## src/design/qrrs_queue.sv

```systemverilog
// ============================================================================
// QR Reed-Solomon encoder parity queue
// Two-entry queue of finished remainders between the front end and the
// output serializer.
// ============================================================================
`timescale 1ns / 1ps
`default_nettype none

module qrrs_queue #(
    parameter int WIDTH = 8
) (
    input  wire logic             clk,
    input  wire logic             rst_n,
    input  wire logic             push_valid,
    output logic                  push_ready,
    input  wire logic [WIDTH-1:0] push_data,
    output logic                  pop_valid,
    input  wire logic             pop_ready,
    output logic [WIDTH-1:0]      pop_data
);

    localparam int DEPTH = 2;

    logic [WIDTH-1:0] mem_reg [0:DEPTH-1];
    logic             wr_ptr_reg;
    logic             rd_ptr_reg;
    logic [1:0]       count_reg;
    logic             push_fire;
    logic             pop_fire;

    assign push_ready = (count_reg != 2'(DEPTH));
    assign pop_valid  = (count_reg != 2'd0);
    assign push_fire  = push_valid && push_ready;
    assign pop_fire   = pop_valid && pop_ready;
    assign pop_data   = mem_reg[rd_ptr_reg];

    // Entry storage.
    always_ff @(posedge clk)
    begin
        if (push_fire)
        begin
            mem_reg[wr_ptr_reg] <= push_data;
        end
    end

    // Pointers and fill level.
    always_ff @(posedge clk or negedge rst_n)
    begin
        if (!rst_n)
        begin
            wr_ptr_reg <= 1'b0;
            rd_ptr_reg <= 1'b0;
            count_reg  <= 2'd0;
        end
        else
        begin
            if (push_fire)
            begin
                wr_ptr_reg <= !wr_ptr_reg;
            end
            if (pop_fire)
            begin
                rd_ptr_reg <= !rd_ptr_reg;
            end
            if (push_fire && !pop_fire)
            begin
                count_reg <= count_reg + 2'd1;
            end
            else if (pop_fire && !push_fire)
            begin
                count_reg <= count_reg - 2'd1;
            end
        end
    end

endmodule

`default_nettype wire

```

## config.mk

```make
export PLATFORM = sky130hd
export DESIGN_NAME = qrrs_queue
export DESIGN_NICKNAME = d
export VERILOG_FILES = /design/src/design/qrrs_queue.sv
export SDC_FILE = /design/constraint.sdc
export NUM_CORES = 1
export LEC_CHECK = 0
export BUFFER_PORTS_ARGS = -buffer_cell sky130_fd_sc_hd__buf_2
export CAP_MARGIN = 25
export CORE_MARGIN = 2
export CORE_UTILIZATION = 48
export DETAILED_ROUTE_END_ITERATION = 10
export PLACE_DENSITY_LB_ADDON = 0.25
export SETUP_SLACK_MARGIN = 0.5
export SLEW_MARGIN = 10
export SYNTH_ARGS = -nofsm -noshare
export SYNTH_HDL_FRONTEND = slang
export SYNTH_SLANG_ARGS = --single-unit
```

## constraint.sdc

```tcl
create_clock -name clk -period 1.5 [get_ports clk]
set_input_delay 0.15 -clock clk [delete_from_list [all_inputs] [get_ports clk]]
set_output_delay 0.15 -clock clk [all_outputs]
set_load 0.01 [all_outputs]
```

==> key figures <==
STA
  – Setup repair after global routing missed its margin: yes
  – F_max: 697 MHz
  – Setup-failing EPs final: 0
  – Worst Slack Setup Final: around 64 ps
  – Final Skew: about 1.4 ps
  – Final Max Tran Viols: 0
  – TNS Setup: 0 ps
  – Worst hold slack: between 30 and 40 ps
  – Tmin final: roughly 1400 ps
  – Slew margin rel.: 0.884
  – Slew at the pin closest to its max-slew limit: around 170 ps
  – Count of final hold-check violations: 0
  – Final worst-path cycle share: 0.957

Synthesis
  – #FFs+latches synth: 20
  – Post-synth top area cell: edfxtp_1
  – Synthesized area per cell: between 15 and 20 um^2
  – Syn Nets: between 50 and 60
  – Seq/Total Area, Yosys: 0.738
  – Ranking of synthesized cells by area: edfxtp_1 61%, dfrtp_1 13%, mux2_2 11%, xnor2_1 3.3%, xor2_1 2.2%
  – Post-Syn Area: slightly below 800 um^2
  – Yosys warns: 0
  – Top cell type's share of synthesized area: 0.610
  – Syn Inst Count: 43
  – Post-synth cell types: 14

Worst setup path
  – Critical Path, Cell by Cell: buf_6 -> mux2_2 -> buf_6
  – Max FO, Critical Path: 5
  – Crit path largest cell delay: around 400 ps
  – WP data arrival: 1290 ps
  – Critical path startpoint category: flop
  – Slowest cell on the critical path: dfrtp_2
  – CP required: between 1000 and 1500 ps
  – CP most frequent cell: buf_6
  – Crit path kind: reg -> out
  – Crit path capture type: output port

Floorplan
  – Die W: 44.5 um
  – Row cnt: 14
  – Core area: 1520 um^2
  – Ports: 22
  – Die Area: ~2000 um^2
  – Initial Util: 0.516
  – Die height: between 40 and 50 um

Pwr
  – Switching Share: 0.300
  – Combinational power share: 0.515
  – Total power: between 0.002 and 0.0025 W
  – Seq pwr share: 0.374
  – Pleak: 0.484 nW
  – P_sw: approximately 0.0007 W
  – Pwr/cell area: approximately 2000 nW/um^2
  – Clock share of power: 0.111
  – Internal power: 0.00163 W
  – Maximum VDD drop: ~1.0 mV

Drt
  – Final ANT Viol Nets: 0
  – Vias after detailed routing: between 400 and 500
  – Vias per inst: around 5.0
  – 1st-iter DRT viols: 7
  – Drt total wl: ~1400 um
  – Pre-antenna DRT Iters: 4
  – DRC Markers: 0
  – WL/cell: around 14 um

Placed design
  – Post-place setup slack: slightly above 70 ps
  – Buffers on Ports: 21
  – Detail Placement HPWL: 851 um
  – Placed cells: between 80 and 90
  – GP Congestion: between 0.6 and 0.7

Finish
  – Final #Nets: 94
  – Antenna cells: 0
  – Number of flip-flops in the largest register: 16
  – Area grow syn2layout: 47.5%
  – Most common cell after layout, fill and taps aside: edfxtp_1
  – Layout cells sized above 1: 0.688
  – Non-Filler Instances: 96
  – Most frequent cells in the layout: 16 x edfxtp_1, 15 x buf_6, 11 x buf_2, 7 x mux2_2, 7 x buf_4

Global route
  – First-pass GRT wire length: 2100 um
  – GRT Total Usage: 0.155
  – Vias in the first global route: between 500 and 600
  – Total gr overflow: 0
  – Largest net degree at the start of global routing: 12
  – Initial antenna violation count: 0

Clock network
  – H-tree Lvls: 1
  – Sink Count: 20
  – CTS tree: built
  – CTS buffer count: 3
  – CTS Buffer Depth: 2
  – Root Buffer: clkbuf_4
  – Clock latency at the later pin of the worst-skew pair: 290 ps
  – Worst-path clk slew: 110 ps

Outcome
  – Status: finished, final reports clean

Flow run
  – Max cap viols: 0

Worst hold path
  – Hold Crit Class: in -> reg
==> path summary, 6_finish.rpt <==
path                               from  slack (ps)  cells past startpoint            end
max in group asynchronous         rst_n        1180                      2   count_reg[1]
setup reg to reg           count_reg[0]         130                      7   count_reg[1]
setup / recovery             rd_ptr_reg          60                      3    pop_data[2]
min in group asynchronous         rst_n         180                      2   count_reg[0]
hold reg to reg              wr_ptr_reg         560                      1     wr_ptr_reg
hold / removal             push_data[6]          40                      1  mem_reg[1][6]
==> routing by layer <==
layer	global-route usage	vias up	wire, um
li1	-	230	-
met1	0.173	237	545
met2	0.278	13	784
met3	0.0367	0	39
met4	0.0667	0	0
met5	0	-	0
==> metrics by stage <==
stage | cell area (um^2) | utilization
final | 1160 | 0.762
after global routing | 1160 | 0.762
after CTS | 1120 | 0.736
after detailed placement | 950 | 0.623
after global placement | 950 | 0.623
after floorplan | 817 | -
==> power by group through the flow <==
| stage | clock network, W | registers, W | logic [W] |
|---|---|---|---|
| global route | 0.000286 | 0.000887 | 0.00127 |
| detailed placement | 0 | 0.000912 | 0.000691 |
| CTS | 0.000258 | 0.000860 | 0.00109 |
| finish | 0.000258 | 0.000869 | 0.00120 |
| floorplan | 0 | 0.000848 | 0.000532 |
| global placement | 0 | 0.000902 | 0.000678 |
==> cell type report <==
cell class | instances | area (um^2)
clock buffer | 4 | 26.3
fill | 100 | 363
inverter | 1 | 3.75
multi-input combinational | 21 | 241
sequential | 20 | 583
tap | 16 | 20.0
timing repair buffer | 34 | 287
==> logic make-up (layout without fill, tap and decap cells) <==
| logic type | Yosys count | count (layout) | synth area share |
|---|---|---|---|
| xor+xnor | 5 | 5 | 0.0557 |
| flops | 20 | 20 | 0.738 |
| mux | 8 | 8 | 0.114 |
| simple gates | 7 | 7 | 0.0652 |
| fa+ha+maj | 1 | 1 | 0.0159 |
| buf+inv | 2 | 39 | 0.0111 |
==> repair_timing <==
action                                 CTS  global route
resized for setup                       17             5
setup endpoints to repair               28            29
hold buffers                             1             0
endpoints found under the hold margin    4             0
pin swaps                                4             1
buffers inserted                         8             2
==> worst max-delay path: cells and delay by family, from the launching register on <==
kind                   cells  cell delay [ps]
DFF                        1              400
muxes                      1              340
buffers and inverters      2              250
==> Yosys cell counts <==
cell type and number:
mux2_2 8, edfxtp_1 16, xor2_1 2, inv_1 1, xnor2_1 3, dfrtp_1 4
ha_1 1, nand2_4 1, buf_2 1, and3_1 1, nand2_1 1, or2_4 1
nand2b_4 1, nor2_1 2
Note: power is estimated with default switching activity, not from simulation.
