==> src/design/qrrs_pkg.sv <==
// ============================================================================
// QR Reed-Solomon parity encoder package
// Payload types, sequencer states, field constants and GF(256) arithmetic
// shared by the encoder modules and the port checker.
// ============================================================================
`timescale 1ns / 1ps
`default_nettype none

package qrrs_pkg;

    // Field polynomial x^8 + x^4 + x^3 + x^2 + 1.
    localparam logic [8:0] FIELD_POLY = 9'h11D;

    // Parity count after reset and the smallest count the block works with.
    localparam logic [5:0] ECC_RESET = 6'd10;
    localparam logic [5:0] ECC_MIN   = 6'd2;

    // One message byte as it enters the block.
    typedef struct packed {
        logic [7:0] data_byte;
        logic       last_byte;
    } in_item_t;

    // One parity byte as it leaves the block.
    typedef struct packed {
        logic [7:0] parity_byte;
        logic       last_parity;
    } out_item_t;

    // Generator build sequencer.
    typedef enum logic {
        GEN_BUILD,
        GEN_READY
    } gen_state_t;

    // Multiply by alpha (x) modulo the field polynomial.
    function automatic logic [7:0] gf_xtime(input logic [7:0] a);
        logic [7:0] shifted;
        shifted = {a[6:0], 1'b0};
        gf_xtime = a[7] ? (shifted ^ FIELD_POLY[7:0]) : shifted;
    endfunction

    // General GF(256) multiply: shift-and-add over the eight bits of b.
    function automatic logic [7:0] gf_mul(input logic [7:0] a, input logic [7:0] b);
        logic [7:0] acc;
        logic [7:0] term;
        acc  = 8'h00;
        term = a;
        for (int i = 0; i < 8; i++)
        begin
            if (b[i])
            begin
                acc = acc ^ term;
            end
            term = gf_xtime(term);
        end
        gf_mul = acc;
    endfunction

endpackage

`default_nettype wire

==> src/design/qrrs_back.sv <==
// ============================================================================
// QR Reed-Solomon encoder back end
// Takes one finished remainder from the queue and sends its bytes out one
// transfer at a time, highest order first, flagging the final byte.
// ============================================================================
`timescale 1ns / 1ps
`default_nettype none

module qrrs_back #(
    parameter int MAX_ECC = 32,
    parameter int CW      = 6
) (
    input  wire logic                 clk,
    input  wire logic                 rst_n,
    // Remainder from the queue
    input  wire logic                 pop_valid,
    output logic                      pop_ready,
    input  wire logic [MAX_ECC*8-1:0] pop_rem,
    input  wire logic [CW-1:0]        pop_count,
    // Parity byte channel
    output logic                      out_valid,
    input  wire logic                 out_stall,
    output qrrs_pkg::out_item_t       out_data
);

    logic                 active_reg;
    logic [MAX_ECC*8-1:0] shift_reg;
    logic [CW-1:0]        left_reg;
    logic                 out_fire;
    logic                 on_last;

    assign on_last  = (left_reg == CW'(1));
    assign out_fire = active_reg && !out_stall;

    // A new block loads when idle or as the final byte of the current one leaves.
    assign pop_ready = !active_reg || (out_fire && on_last);

    assign out_valid            = active_reg;
    assign out_data.parity_byte = shift_reg[7:0];
    assign out_data.last_parity = on_last;

    // Activity flag and remaining byte count.
    always_ff @(posedge clk or negedge rst_n)
    begin
        if (!rst_n)
        begin
            active_reg <= 1'b0;
            left_reg   <= '0;
        end
        else if (pop_valid && pop_ready)
        begin
            active_reg <= 1'b1;
            left_reg   <= pop_count;
        end
        else if (out_fire)
        begin
            left_reg <= left_reg - CW'(1);
            if (on_last)
            begin
                active_reg <= 1'b0;
            end
        end
    end

    // Byte shifter.
    always_ff @(posedge clk)
    begin
        if (pop_valid && pop_ready)
        begin
            shift_reg <= pop_rem;
        end
        else if (out_fire)
        begin
            shift_reg <= shift_reg >> 8;
        end
    end

endmodule

`default_nettype wire

==> config.mk <==
export PLATFORM = sky130hd
export DESIGN_NAME = qrrs_back
export DESIGN_NICKNAME = d
export VERILOG_FILES = /design/src/design/qrrs_pkg.sv /design/src/design/qrrs_back.sv
export SDC_FILE = /design/constraint.sdc
export NUM_CORES = 1
export LEC_CHECK = 0
export BUFFER_PORTS_ARGS = -buffer_cell sky130_fd_sc_hd__buf_4
export CAP_MARGIN = 5
export CORE_MARGIN = 10
export CORE_UTILIZATION = 54
export CTS_CLUSTER_DIAMETER = 80
export DETAILED_ROUTE_END_ITERATION = 12
export PLACE_DENSITY = 0.81
export RECOVER_POWER = 25
export SETUP_SLACK_MARGIN = 0.02
export SKIP_LAST_GASP = 1
export SYNTH_ARGS = -nofsm -noshare
export SYNTH_HDL_FRONTEND = slang
export SYNTH_SLANG_ARGS = --single-unit
==> constraint.sdc <==
create_clock -name clk -period 10.27 [get_ports clk]
set_input_delay 2.054 -clock clk [delete_from_list [all_inputs] [get_ports clk]]
set_output_delay 2.054 -clock clk [all_outputs]
set_load 0.005 [all_outputs]
==> impl_metrics.csv, run 1 <==
group,metric,value,unit
run_status,status,"complete, but fails checks",
run_status,violations,"capacitance limit, slew limit",
worst_setup_path,crit_start,"pop_valid",
yosys,yosys_warnings,0,
clocking,cts_num_sinks,263,
yosys,synth_top_area_share,0.683,
die,coreArea,0.0204,mm^2
global_routing,grt_pass1_wl,37.5,mm
yosys,ys_seq_elements,263,
yosys,synth_top_area_cell,"edfxtp_1",
routing,ant_nets,0,
yosys,synth_top_family_by_area,"multiplexers",
global_routing,grt-ovfl-total,0,
clocking,clkTransAtPathRegs,0.06,ns
yosys,synth-simple-area-share,0.0133,
final_layout,fill_cells,1344,
worst_setup_path,critPathLaunchType,"primary input",
die,floorplan.die_area,0.0270,mm^2
sta,timing.fmax,141,MHz
final_layout,regArea,0.00786,mm^2
die,chipHeight,164,um
sta,rsz0062_at_grt,"no",
sta,hold_violations,0,
die,placementRows,52,
worst_setup_path,slowest_delay,2.95,ns
pwr,power_leakage,5.50,nW
sta,slew_viol_final,241,
routing,wire_per_inst,21.7,um
final_layout,layout.nets,1135,
final_layout,largest_reg_flops,256,
pwr,p_clk_frac,0.346,
pwr,vdd_drop_max,0.120,mV
clocking,post_cts_resized,0,
worst_setup_path,crit_required,10.54,ns
yosys,yosysMostFrequentCell,"edfxtp_1",
clocking,cts_tree,"built",
clocking,h-tree-depth,1,
yosys,synthFlopType,"edfxtp_1",
global_routing,grt_pass1_vias,6902,
yosys,synthCells,595,
yosys,synth-edff-count,256,
worst_setup_path,crit_path_end_kind,"register",
sta,setup_tns,0,ns
pwr,p_int,0.00203,W
routing,vias_per_cell,5.29,
sta,period_share,0.689,
pwr,switchingPower,0.000559,W
pwr,powerDensity,182,mW/mm^2
place,place_inst,1107,
routing,dr.pass1.iters,4,
routing,num_vias,6117,
yosys,synth-async-reset-ratio,0.0266,
clocking,clockBufferDepth,3,
yosys,synth-xor-area-share,0.00389,
final_layout,final_cells,1156,
worst_hold_path,min-delay-start,"shift_reg[244]",
sta,worst_pin_slew,4.22,ns
die,ioPinCount,277,
die,die_x,164,um
worst_setup_path,arrival,7.35,ns
die,initial_utilization,0.553,
routing,routed_wl,25.1,mm
global_routing,grt_max_degree,177,
final_layout,multi_input_area,0.00309,mm^2
pwr,pwr-share-comb,0.115,
global_routing,antenna_found_initial,2,
yosys,yosysSeqAreaShare,0.698,
sta,skew,0.00928,ns
sta,finalSetupViolCount,0,
yosys,synth_area_leaders,"edfxtp_1 68%, mux2_1 23%, mux2_2 1.9%",
place,portBuffers,276,
clocking,cts_hold_buf,0,
worst_setup_path,worstSetupPathType,"primary input to register",
yosys,syn_nets,863,
yosys,synthMuxAreaShare,0.249,
pwr,seqPwrFrac,0.539,
pwr,power,0.00259,W
job,max_cap_viol_count,2,
place,placed_cell_area,0.0135,mm^2
global_routing,grt_usage,0.179,
place,hpwl,17.9,mm
yosys,synth_compound_area_frac,0.00655,
clocking,clk-insertion-delay-late,0.52,ns
final_layout,drive_gt1_frac,0.372,
final_layout,syn2layout_area_growth,26.1,%
clocking,root_buffer,"clkbuf_16",
clocking,cts_buffers,28,
yosys,synth_commonest_cells,"256 x edfxtp_1, 230 x mux2_1, 27 x buf_4, 19 x mux2_2, 8 x and3_1",
yosys,syn_area,0.0113,mm^2
worst_hold_path,worstHoldPathType,"register to register",
sta,fin_crit,7.08,ns
pwr,switching_share,0.216,
place,gp_congestion,0.890,
yosys,postSynthAreaPerCell,18.9,um^2
yosys,synth-adder-area-share,0.00222,
yosys,ys_types,25,
routing,route.detailed.drc,0,
final_layout,fin_area,0.0142,mm^2
routing,dr.first_iter.drc_count,363,
clocking,postCtsSetupBuffers,0,
worst_setup_path,crit_chain,"clkbuf_1 > nor2b_1 > a41oi_4 > clkbuf_2 > buf_4 > mux2_1",
worst_setup_path,r2r_start,"left_reg[1]",
sta,slew_headroom,-1.81,
worst_setup_path,critPathSlowestCell,"clkbuf_2",
worst_setup_path,path_max_fanout,176,
[layout make-up]
cell class / instances / share of cell area
diodes: 1 / 0.000176
clock buffers: 37 / 0.0532
clock inverters: 11 / 0.00361
inverters: 4 / 0.00106
multi-input cells: 290 / 0.218
flip-flops and latches: 263 / 0.554
well taps: 270 / 0.0238
repair buffers: 280 / 0.147
[power groups by stage]
stage	combinational, W	sequential (W)	clock [W]
global route	0.000330	0.00141	0.000961
finish	0.000297	0.00139	0.000894
floorplan	0.000177	0.00142	0
global placement	0.000281	0.00141	0
detailed placement	0.000300	0.00142	0
CTS	0.000303	0.00140	0.000914
[stage by stage]
stage	setup slack, ns	util	hold slack (ns)
after global placement	5.37	0.661	0.511
after detailed placement	5.26	0.661	0.518
final	3.19	0.697	0.527
after floorplan	1.00	-	0.508
after global routing	2.76	0.697	0.544
after CTS	5.31	0.700	0.532
[cell usage in the layout (no fill, tap or decap), types with 7 or more instances in the layout]
master,instances
dfrtp_1,7
mux2_2,19
mux2_1,230
clkbuf_16,29
edfxtp_1,256
buf_4,266
and3_1,8
clkbuf_1,15
[worst max-delay path: cells and delay by family]
family	cells	cell delay, ns
AO/OA/AOI/OAI	1	0.21
buffers and inverters	3	4.27
multiplexers	1	0.39
AND/OR/NAND/NOR	1	0.20
[final timing paths]
kind,endpoint,slack [ns],cells after the start
setup / recovery,shift_reg[176],3.19,6
hold / removal,shift_reg[236],0.53,1
setup reg to reg,shift_reg[176],4.41,6
hold reg to reg,shift_reg[236],0.53,1
max in group asynchronous,left_reg[1],8.56,1
min in group asynchronous,out_valid,1.43,1
[per-layer routing]
layer  vias to the layer above  share of wire  track usage
met1                      2977           0.38        0.205
met5                         -              0            0
met3                        45          0.098       0.0672
li1                       2849              -            -
met2                       246           0.50        0.306
met4                         0          0.026       0.0539
[kinds of logic after synthesis]
| family | count (synthesis) |
|---|---|
| muxes | 249 |
| DFF | 263 |
| buffers and inverters | 42 |
| and+or+nand+nor | 26 |
| adders and majority gates | 2 |
| xor gates and xnor gates | 5 |
| AOI/OAI and AO/OA | 8 |
No activity file was read; power rests on OpenSTA's default activity.
==> run 2: changes to the inputs <==
==> constraint.sdc (replaced) <==
create_clock -name clk -period 6.9 [get_ports clk]
set_input_delay 1.38 -clock clk [delete_from_list [all_inputs] [get_ports clk]]
set_output_delay 1.38 -clock clk [all_outputs]
set_load 0.005 [all_outputs]
==> impl_metrics.csv, run 2 (same netlist as run 1, synthesis figures left out) <==
group,metric,value,unit
run_status,status,"complete, but fails checks",
run_status,violations,"capacitance limit, slew limit",
clocking,clk-insertion-delay-late,0.54,ns
routing,wire_per_inst,21.5,um
global_routing,grt_max_degree,134,
sta,hold_violations,0,
clocking,cts_num_sinks,263,
global_routing,antenna_found_initial,0,
sta,fin_crit,4.57,ns
clocking,h-tree-depth,1,
sta,skew,0.0213,ns
worst_setup_path,crit_path_end_kind,"register",
routing,dr.pass1.iters,4,
worst_setup_path,crit_required,7.15,ns
clocking,cts_tree,"built",
worst_setup_path,critPathLaunchType,"primary input",
final_layout,layout.nets,1135,
worst_hold_path,worstHoldPathType,"register to register",
die,coreArea,0.0204,mm^2
worst_setup_path,critical_path.top_delay_family,"buffers and inverters",
final_layout,syn2layout_area_growth,26.1,%
sta,worst_pin_slew,3.24,ns
pwr,vdd_drop_max,0.217,mV
pwr,powerDensity,272,mW/mm^2
final_layout,fin_util,0.697,
job,max_cap_viol_count,2,
worst_setup_path,worstSetupPathType,"primary input to register",
routing,dr.first_iter.drc_count,393,
sta,timing.fmax,219,MHz
final_layout,fill_cells,1309,
routing,vias_per_cell,5.26,
die,die_x,164,um
place,hpwl,17.8,mm
sta,rsz0062_at_grt,"no",
final_layout,largest_reg_flops,256,
sta,setup_tns,0,ns
die,chipHeight,164,um
sta,finalSetupViolCount,0,
global_routing,grt_pass1_wl,36.9,mm
place,portBuffers,276,
die,placementRows,52,
final_layout,mostFrequentLayoutCells,"265 x buf_4, 256 x edfxtp_1, 230 x mux2_1",
clocking,clockBufferDepth,3,
die,floorplan.die_area,0.0270,mm^2
clocking,cts_buffers,28,
global_routing,grt_usage,0.176,
worst_setup_path,cp_num_buf_inv,2,
pwr,power_leakage,5.50,nW
sta,slew_headroom,-1.16,
routing,routed_wl,24.9,mm
global_routing,grt_pass1_vias,6689,
clocking,postCtsSetupBuffers,0,
clocking,root_buffer,"clkbuf_16",
final_layout,antenna-diode-count,0,
sta,slew_viol_final,261,
global_routing,grt-ovfl-total,0,
routing,num_vias,6086,
die,ioPinCount,277,
worst_setup_path,crit_chain,"clkbuf_1 > nor2b_1 > a41oi_1 > clkbuf_2 > mux2_1",
die,initial_utilization,0.553,
clocking,cts_hold_buf,0,
worst_setup_path,slowest_delay,2.30,ns
worst_setup_path,path_max_fanout,132,
clocking,clkTransAtPathRegs,0.06,ns
final_layout,layout_commonest_cell,"buf_4",
worst_setup_path,arrival,4.82,ns
clocking,post_cts_resized,0,
sta,period_share,0.662,
routing,ant_nets,0,
worst_setup_path,critPathSlowestCell,"clkbuf_2",
routing,route.detailed.drc,0,
final_layout,drive_gt1_frac,0.367,
place,gp_congestion,0.825,
-- run 2: report_power, final --
group / switching, W / internal, W
Sequential: 0.0000697 / 0.00200
Clock: 0.000566 / 0.000783
Combinational: 0.000187 / 0.000250
Total: 0.000822 / 0.00303
-- run 2: final timing paths --
check,endpoint,from,slack [ns],cells past startpoint
setup / recovery,shift_reg[146],pop_valid,2.33,5
min in group asynchronous,left_reg[3],rst_n,0.73,1
setup reg to reg,shift_reg[146],left_reg[1],2.86,5
hold reg to reg,shift_reg[211],shift_reg[219],0.53,1
max in group asynchronous,left_reg[1],rst_n,5.89,1
hold / removal,shift_reg[211],shift_reg[219],0.53,1
-- run 2: area by class of cell --
cell class | count | area [um^2] | area share
tap | 270 | 338 | 0.0238
clock inverter | 5 | 21.3 | 0.00150
inverter | 4 | 15.0 | 0.00106
sequential | 263 | 7860 | 0.554
multi-input combinational | 290 | 3080 | 0.217
timing repair buffer | 280 | 2080 | 0.147
clock buffer | 46 | 800 | 0.0563
-- run 2: metrics by stage --
| stage | hold WS [ns] | cells | total power, W | worst slack [ns] | cell area (um^2) |
|---|---|---|---|---|---|
| CTS | 0.532 | 1158 | 0.00390 | 3.28 | 14300 |
| finish | 0.530 | 1158 | 0.00386 | 2.33 | 14200 |
| global placement | 0.511 | 1107 | 0.00251 | 3.31 | 13500 |
| floorplan | 0.508 | 595 | 0.00235 | 1.43 | 11300 |
| global route | 0.545 | 1158 | 0.00401 | 1.99 | 14200 |
| detailed placement | 0.517 | 1107 | 0.00255 | 3.14 | 13500 |
-- run 2: metal layers --
layer	vias to the layer above	routed length (um)	global-route usage
met2	226	12700	0.306
met5	-	0	0
met4	0	439	0.0411
met1	2969	9010	0.195
met3	34	2740	0.0759
li1	2857	-	-
==> run 3: changes to the inputs <==
--- a/config.mk
+++ b/config.mk
@@ -5,13 +5,14 @@
 export SDC_FILE = /design/constraint.sdc
 export NUM_CORES = 1
 export LEC_CHECK = 0
+export ABC_AREA = 1
 export BUFFER_PORTS_ARGS = -buffer_cell sky130_fd_sc_hd__buf_4
 export CAP_MARGIN = 5
 export CORE_MARGIN = 10
-export CORE_UTILIZATION = 54
+export CORE_UTILIZATION = 49
 export CTS_CLUSTER_DIAMETER = 80
 export DETAILED_ROUTE_END_ITERATION = 12
-export PLACE_DENSITY = 0.81
+export PLACE_DENSITY = 0.77
 export RECOVER_POWER = 25
 export SETUP_SLACK_MARGIN = 0.02
 export SKIP_LAST_GASP = 1
==> constraint.sdc (replaced) <==
create_clock -name clk -period 4.2 [get_ports clk]
set_input_delay 0.84 -clock clk [delete_from_list [all_inputs] [get_ports clk]]
set_output_delay 0.84 -clock clk [all_outputs]
set_load 0.005 [all_outputs]
==> impl_metrics.csv, run 3 <==
group,metric,value,unit
worst_setup_path,crit_end,"shift_reg[108]",
place,gp_congestion,0.815,
clocking,postCtsSetupBuffers,0,
clocking,cts_buffers,28,
yosys,synth-edff-count,256,
final_layout,antenna-diode-count,0,
yosys,synthFlopType,"edfxtp_1",
worst_hold_path,worstHoldPathType,"primary input to asynchronous set/reset pin",
clocking,h-tree-depth,1,
worst_setup_path,critPathLaunchType,"primary input",
sta,fin_crit,3.26,ns
sta,hold_ws,0.211,ns
die,coreArea,0.0242,mm^2
routing,ant_nets,0,
die,die_x,176,um
final_layout,layout.nets,1675,
yosys,synth_area_leaders,"edfxtp_1 64%, nand2_1 16%, nand3_1 11%",
sta,skew,0.0103,ns
routing,wire_per_inst,16.6,um
worst_setup_path,crit_start,"pop_valid",
yosys,synthCells,1172,
routing,vias_per_cell,5.18,
yosys,yosys_warnings,0,
sta,worst_pin_slew,1.59,ns
routing,dr.first_iter.drc_count,783,
final_layout,fill_cells,1975,
global_routing,grt_max_degree,110,
clocking,post_cts_resized,0,
global_routing,grt_pass1_wl,45.6,mm
yosys,yosysSeqAreaShare,0.657,
worst_setup_path,ff2ff_setup_slack,1.01,ns
sta,setup_tns,0,ns
worst_setup_path,worstSetupPathType,"primary input to register",
worst_setup_path,r2r_cells,3,
clocking,clkTransAtPathRegs,0.06,ns
final_layout,mostFrequentLayoutCells,"511 x nand2_1, 279 x buf_4, 260 x nand3_1",
pwr,power_leakage,6.76,nW
clocking,cts_num_sinks,263,
place,place_inst,1701,
die,initial_utilization,0.495,
job,max_cap_viol_count,1,
global_routing,grt_usage,0.178,
final_layout,syn2layout_area_growth,24.0,%
final_layout,drive_gt1_frac,0.232,
place,hpwl,19.6,mm
yosys,synth-async-reset-ratio,0.0266,
pwr,vdd_drop_max,0.364,mV
routing,routed_wl,29.2,mm
yosys,ys_seq_elements,263,
sta,slew_headroom,-0.0683,
clocking,cts_tree,"built",
global_routing,grt_pass1_vias,8960,
routing,num_vias,9070,
final_layout,layout_commonest_cell,"nand2_1",
sta,timing.fmax,307,MHz
worst_setup_path,r2r_start,"out_valid",
clocking,root_buffer,"clkbuf_16",
final_layout,fin_area,0.0148,mm^2
routing,dr.pass1.iters,5,
global_routing,grt-ovfl-total,0,
routing,route.detailed.drc,0,
worst_setup_path,crit_path_end_kind,"register",
clocking,clockBufferDepth,3,
clocking,cts_hold_buf,0,
yosys,yosysMostFrequentCell,"nand2_1",
final_layout,fin_util,0.614,
sta,finalSetupViolCount,0,
pwr,powerDensity,635,mW/mm^2
yosys,postSynthAreaPerCell,10.2,um^2
die,floorplan.die_area,0.0311,mm^2
clocking,clk-insertion-delay-late,0.53,ns
place,portBuffers,276,
place,placed_cell_area,0.0141,mm^2
sta,slew_viol_final,30,
die,placementRows,57,
run_status,violations,"capacitance limit, slew limit",
worst_setup_path,crit_required,4.45,ns
global_routing,antenna_found_initial,0,
die,ioPinCount,277,
yosys,synth_top_area_cell,"edfxtp_1",
sta,rsz0062_at_grt,"no",
worst_setup_path,r2r-end,"shift_reg[108]",
sta,period_share,0.775,
run_status,status,"complete, but fails checks",
yosys,synth_commonest_cells,"511 x nand2_1, 260 x nand3_1, 256 x edfxtp_1, 43 x buf_4, 18 x clkbuf_1",
yosys,ys_types,21,
yosys,syn_nets,1440,
yosys,syn_area,0.0120,mm^2
yosys,synth_top_area_share,0.642,
final_layout,final_cells,1752,
sta,hold_violations,0,
worst_setup_path,path_max_fanout,96,
worst_setup_path,arrival,3.51,ns
final_layout,largest_reg_flops,256,
die,chipHeight,176,um
-- run 3: worst min-delay path by stage --
stage,start,to,slack (ns),depth (start not counted)
3_5_place_dp,shift_reg[156],shift_reg[148],0.49,2
6_report,rst_n,out_valid,0.21,1
4_1_cts,rst_n,out_valid,0.09,1
5_1_grt,rst_n,out_valid,0.22,1
3_3_place_gp,shift_reg[137],shift_reg[129],0.49,2
2_1_floorplan,shift_reg[8],shift_reg[0],0.49,2
-- run 3: final cells by class --
cell class | instances | area [um^2] | area share
timing repair buffer | 299 | 2270 | 0.153
clock inverter | 16 | 73.8 | 0.00497
clock buffer | 35 | 748 | 0.0504
tap | 324 | 405 | 0.0273
multi-input combinational | 800 | 3430 | 0.231
sequential | 263 | 7860 | 0.530
inverter | 15 | 57.6 | 0.00388
-- run 3: cell families (layout without fill, tap and decap cells) --
family,count (synthesis),count (layout),synth area share
AND/OR/NAND/NOR,791,791,0.277
adder cells (fa/ha/maj),2,2,0.00209
AO/OA/AOI/OAI,3,3,0.00146
multiplexers,1,1,0.000836
flip-flops,263,263,0.657
buffers and inverters,109,365,0.0599
XOR/XNOR,3,3,0.00220
-- run 3: worst max-delay path: stages --
cell        delay [ns]
buf_6             0.30
mux2i_4           0.33
clkinvlp_2        1.28
buf_12            0.68
-- run 3: stage by stage --
stage | power, W | worst slack, ns
finish | 0.00942 | 0.945
global route | 0.0101 | 0.707
CTS | 0.00954 | 1.29
detailed placement | 0.00730 | 1.02
global placement | 0.00717 | 1.08
floorplan | 0.00670 | -1.24
-- run 3: power by group --
group / total [W] / switching [W] / internal (W)
clock network: 0.00222 / 0.000964 / 0.00125
registers: 0.00466 / 0.000295 / 0.00436
logic: 0.00255 / 0.00166 / 0.000883
-- run 3: per-layer routing --
metal / track usage / up-vias / wire length, um
li1: - / 4444 / -
met1: 0.230 / 4231 / 11900
met2: 0.291 / 350 / 14200
met3: 0.0444 / 45 / 2390
met4: 0.0533 / 0 / 629
met5: 0 / - / 0
